<file path="src/rtl/pipw_pkg.sv">
// Shared types, constants and helpers for the quadrant winding point-in-polygon core.
package pipw_pkg;

  localparam int unsigned COORD_BITS_DEF = 16;
  localparam int unsigned SUM_BITS = 14;
  localparam int unsigned DELTA_BITS = 3;

  typedef logic [1:0] quad_t;

  localparam quad_t QUAD_PP = 2'd0;  // dx >= 0, dy >= 0
  localparam quad_t QUAD_NP = 2'd1;  // dx <  0, dy >= 0
  localparam quad_t QUAD_NN = 2'd2;  // dx <  0, dy <  0
  localparam quad_t QUAD_PN = 2'd3;  // dx >= 0, dy <  0

  localparam logic signed [DELTA_BITS-1:0] DELTA_ZERO  = 3'sd0;
  localparam logic signed [DELTA_BITS-1:0] DELTA_CCW1  = 3'sd1;
  localparam logic signed [DELTA_BITS-1:0] DELTA_CW1   = -3'sd1;
  localparam logic signed [DELTA_BITS-1:0] DELTA_CCW2  = 3'sd2;
  localparam logic signed [DELTA_BITS-1:0] DELTA_CW2   = -3'sd2;

  localparam logic signed [SUM_BITS-1:0] SUM_MAX = {1'b0, {(SUM_BITS-1){1'b1}}};
  localparam logic signed [SUM_BITS-1:0] SUM_MIN = {1'b1, {(SUM_BITS-1){1'b0}}};

  // Result of evaluating one edge against the query point.
  typedef struct packed {
    logic                          on_bound;
    quad_t                         quad;
    logic signed [DELTA_BITS-1:0]  delta;
  } edge_res_t;

  function automatic quad_t quad_of(input logic neg_x, input logic neg_y);
    quad_t q;
    case ({neg_x, neg_y})
      2'b00:   q = QUAD_PP;
      2'b10:   q = QUAD_NP;
      2'b11:   q = QUAD_NN;
      2'b01:   q = QUAD_PN;
      default: q = QUAD_PP;
    endcase
    return q;
  endfunction

  // Winding sum plus a small step, clamped to the sum range.
  function automatic logic signed [SUM_BITS-1:0] sum_add(
    input logic signed [SUM_BITS-1:0]   sum,
    input logic signed [DELTA_BITS-1:0] delta
  );
    logic signed [SUM_BITS:0] ext;
    logic signed [SUM_BITS-1:0] res;
    ext = {sum[SUM_BITS-1], sum} + {{(SUM_BITS+1-DELTA_BITS){delta[DELTA_BITS-1]}}, delta};
    if (ext[SUM_BITS] != ext[SUM_BITS-1]) begin
      res = ext[SUM_BITS] ? SUM_MIN : SUM_MAX;
    end else begin
      res = ext[SUM_BITS-1:0];
    end
    return res;
  endfunction

endpackage

</file>
<file path="src/rtl/pipw_edge.sv">
// Edge evaluation: quadrant step, cross product compare and boundary test.
module pipw_edge
  import pipw_pkg::*;
#(
  parameter int unsigned COORD_BITS = COORD_BITS_DEF
) (
  input  logic signed [COORD_BITS:0] dx_i,
  input  logic signed [COORD_BITS:0] dy_i,
  input  logic signed [COORD_BITS:0] prev_dx_i,
  input  logic signed [COORD_BITS:0] prev_dy_i,
  input  quad_t                      prev_quad_i,
  output edge_res_t                  res_o
);

  localparam int unsigned OffW  = COORD_BITS + 1;
  localparam int unsigned ProdW = 2 * OffW;

  logic signed [ProdW-1:0] pa;
  logic signed [ProdW-1:0] pb;
  logic                    np_x;
  logic                    np_y;
  quad_t                   q;

  assign pa = ProdW'(dy_i) * ProdW'(prev_dx_i);
  assign pb = ProdW'(dx_i) * ProdW'(prev_dy_i);

  // product of the two values is <= 0
  assign np_x = (dx_i == '0) || (prev_dx_i == '0) || (dx_i[OffW-1] != prev_dx_i[OffW-1]);
  assign np_y = (dy_i == '0) || (prev_dy_i == '0) || (dy_i[OffW-1] != prev_dy_i[OffW-1]);

  assign q = quad_of(dx_i[OffW-1], dy_i[OffW-1]);

  always_comb begin
    res_o.on_bound = (pa == pb) && np_x && np_y;
    res_o.quad     = q;
    if (q == quad_t'(prev_quad_i + 2'd1)) begin
      res_o.delta = DELTA_CCW1;
    end else if (q == quad_t'(prev_quad_i + 2'd3)) begin
      res_o.delta = DELTA_CW1;
    end else if (q == quad_t'(prev_quad_i + 2'd2)) begin
      // half turn: direction from the cross product sign
      res_o.delta = (pa > pb) ? DELTA_CCW2 : DELTA_CW2;
    end else begin
      res_o.delta = DELTA_ZERO;
    end
  end

endmodule

</file>
<file path="config.mk">
export PLATFORM = sky130hd
export DESIGN_NAME = pipw_edge
export DESIGN_NICKNAME = d
export VERILOG_FILES = /design/src/rtl/pipw_pkg.sv /design/src/rtl/pipw_edge.sv
export SDC_FILE = /design/constraint.sdc
export NUM_CORES = 2
export LEC_CHECK = 0
export ABC_AREA = 1
export BUFFER_PORTS_ARGS = -buffer_cell sky130_fd_sc_hd__buf_2
export CORE_ASPECT_RATIO = 0.6
export CORE_UTILIZATION = 42
export DETAILED_ROUTE_END_ITERATION = 8
export PLACE_DENSITY = 0.55
export SETUP_SLACK_MARGIN = 0.3
export SYNTH_ARGS = -nofsm -noshare
export SYNTH_HDL_FRONTEND = slang
export SYNTH_SLANG_ARGS = --single-unit
</file>
<file path="constraint.sdc">
create_clock -name vclk -period 15.2
set_input_delay 3.8 -clock vclk [all_inputs]
set_output_delay 3.8 -clock vclk [all_outputs]
set_load 0.02 [all_outputs]
</file>
==> metrics <==
worst-path maximum fanout 12; Yosys warnings 0; Top cell by count, worst path fa_1; antenna violations before repair 0; residual DRC count 0; number of stages on the worst hold path 3; Hold Crit Endpoint res_o[0]; Final Wtd Congestion 0.945; required time at the worst-slack endpoint 11400 ps; total iterations of the first detailed-routing run 5; total via count in the routed design 18800; run status complete, no violations; share of the yosys chip area belonging to registers 0%; floorplan die area 58500 um2; total length of routed wires 64.0 mm; worst setup path class in2out; GRT Total Usage 22.9%; count of maximum capacitance violations 0; initial core utilization 42.9%; crit end category primary output; vias in the first global route 20000; min-delay src prev_quad_i[0]; fraction of layout instances using a drive strength above 1 6.40%; Post-Syn Nets 4010; Bufs and invs on worst path 8; number of clock buffers in the layout 0; Final Hold Fails 0; largest stage delay on the critical path 600 ps; core area 56300 um2; period utilisation layout 95.8%; slew margin rel. 59.3%; worst path setup slack after routing 642 ps; pin count of the biggest net entering global routing 19; unrepaired setup endpoints after global routing false; number of distinct standard cells referenced by the synthesized netlist 39; largest delay contributor family on the critical path adder cells; summed instance area of the synthesized netlist 24100 um2; Worst Setup Slack post-DPL 73.6 ps; area growth from synthesis to final layout 5.90%; placed wire-length estimate after detailed placement 56.9 mm; final number of setup-violating endpoints 0; number of pins with negative max-slew slack in the final report 0; average footprint of a synthesized cell 7.68 um2; Arr. time, crit path 10760 ps; wire length per cell after detailed routing 16.5 um; sequential cell area 0 um2; Total Neg Setup Slack 0 ps; sequential cell count of the final layout 0; Critical Path Slowest Stage Cell fa_1; wire length of the first global-routing pass 107 mm; Die X-Extent 311 um; area post-placement 25100 um2; worst-margin pin slew 609 ps; num ports 76; antenna violation net count after detailed routing 0; vias per inst 4.83; Cells after Synth 3141; Final #Nets 3996; Diodes inserted 0; y dimension of the die 188 um; class of the most critical hold timing path in2out; min cycle time layout 14560 ps; sort of element at the start of the critical path input pin; Rows 67; design area 25600 um2; drt first-iter violations 1313; port bufs 76; highest clock rate 68.7 MHz; GR Overflow Total 0
-- cells in the final DEF, fill, tap and decap left out, types with 7 or more instances in the layout --
cell,n
fa_1,585
inv_1,984
ha_2,9
nor3_1,10
nor2_2,10
a21oi_1,70
o21ai_1,8
buf_2,62
nand2_1,748
o21ai_2,7
nor4_1,17
buf_4,40
or2_2,11
xnor2_1,35
fa_2,7
nand4_1,22
nand3_1,50
xor2_1,37
nor2_1,104
o21ai_0,25
a21o_1,8
clkbuf_4,13
ha_1,194
nand2_2,7
-- routing by layer --
metal	up-vias	global-route usage, %	share of wire (%)
li1	8810	-	-
met1	9341	38.0	52
met2	576	31.9	40
met3	31	3.61	8.0
met4	0	1.80	0.65
met5	-	0	0
-- stage by stage --
step / util [%] / hold WS (ps) / std cells
2_1_floorplan: - / 7740 / 3141
3_3_place_gp: 44.7 / 7930 / 3866
3_5_place_dp: 44.7 / 7960 / 3866
4_1_cts: 44.8 / 7960 / 3870
5_1_grt: 45.4 / 7980 / 3884
6_report: 45.4 / 7970 / 3884
-- cell usage after synthesis (all sizes together), types with 2 or more instances --
master	n	share of area, %
a21boi	6	0.20
a21o	8	0.25
a21oi	76	1.6
a31oi	2	0.052
buf	37	0.58
clkbuf	97	1.5
fa	592	49
ha	207	11
inv	989	15
nand2	756	12
nand3	56	1.2
nand3b	3	0.093
nand4	22	0.57
nor2	116	1.8
nor3	14	0.29
nor4	17	0.44
o211ai	3	0.093
o21a	3	0.093
o21ai	40	0.92
o21bai	6	0.19
or2	11	0.29
xnor2	35	1.3
xor2	37	1.3
-- layout make-up --
type	instances	area (um2)
Fill cell	5694	30700
Timing Repair inverter	1	5.00
Multi-Input combinational cell	2017	20100
Inverter	990	3730
Tap cell	759	950
Timing Repair Buffer	117	743
-- how the worst max path moves through the flow --
| stage | start | endpoint | depth (start not counted) |
|---|---|---|---|
| 2_1_floorplan | dx_i[16] | res_o[5] | 31 |
| 3_3_place_gp | dy_i[16] | res_o[2] | 31 |
| 3_5_place_dp | dy_i[16] | res_o[2] | 31 |
| 4_1_cts | dx_i[16] | res_o[2] | 34 |
| 5_1_grt | prev_dy_i[4] | res_o[2] | 35 |
| 6_report | dy_i[16] | res_o[5] | 29 |
-- tightest hold or removal path, delay by kind of cell --
kind | cells | cell delay, ps
buffers and inverters | 2 | 270
XOR/XNOR | 1 | 100
-- cells by family (layout without fill, tap and decap cells) --
group / Yosys count / after routing / share of synthesized area (%)
fa+ha+maj: 799 / 799 / 59.8
xor+xnor: 72 / 72 / 2.61
simple gates: 999 / 999 / 16.6
compound gates: 147 / 147 / 3.49
buf+inv: 1124 / 1108 / 17.5
-- what timing repair did --
item	CTS	global route
cloned	0	1
gates resized for setup	9	79
hold buffers	0	0
setup buffers	4	13
setup endpoints to repair	2	2
pin swaps	1	11
Power is left out: the tool's default activity adds up to more than one toggle a clock period on the data nets, which glitch-free logic cannot reach.
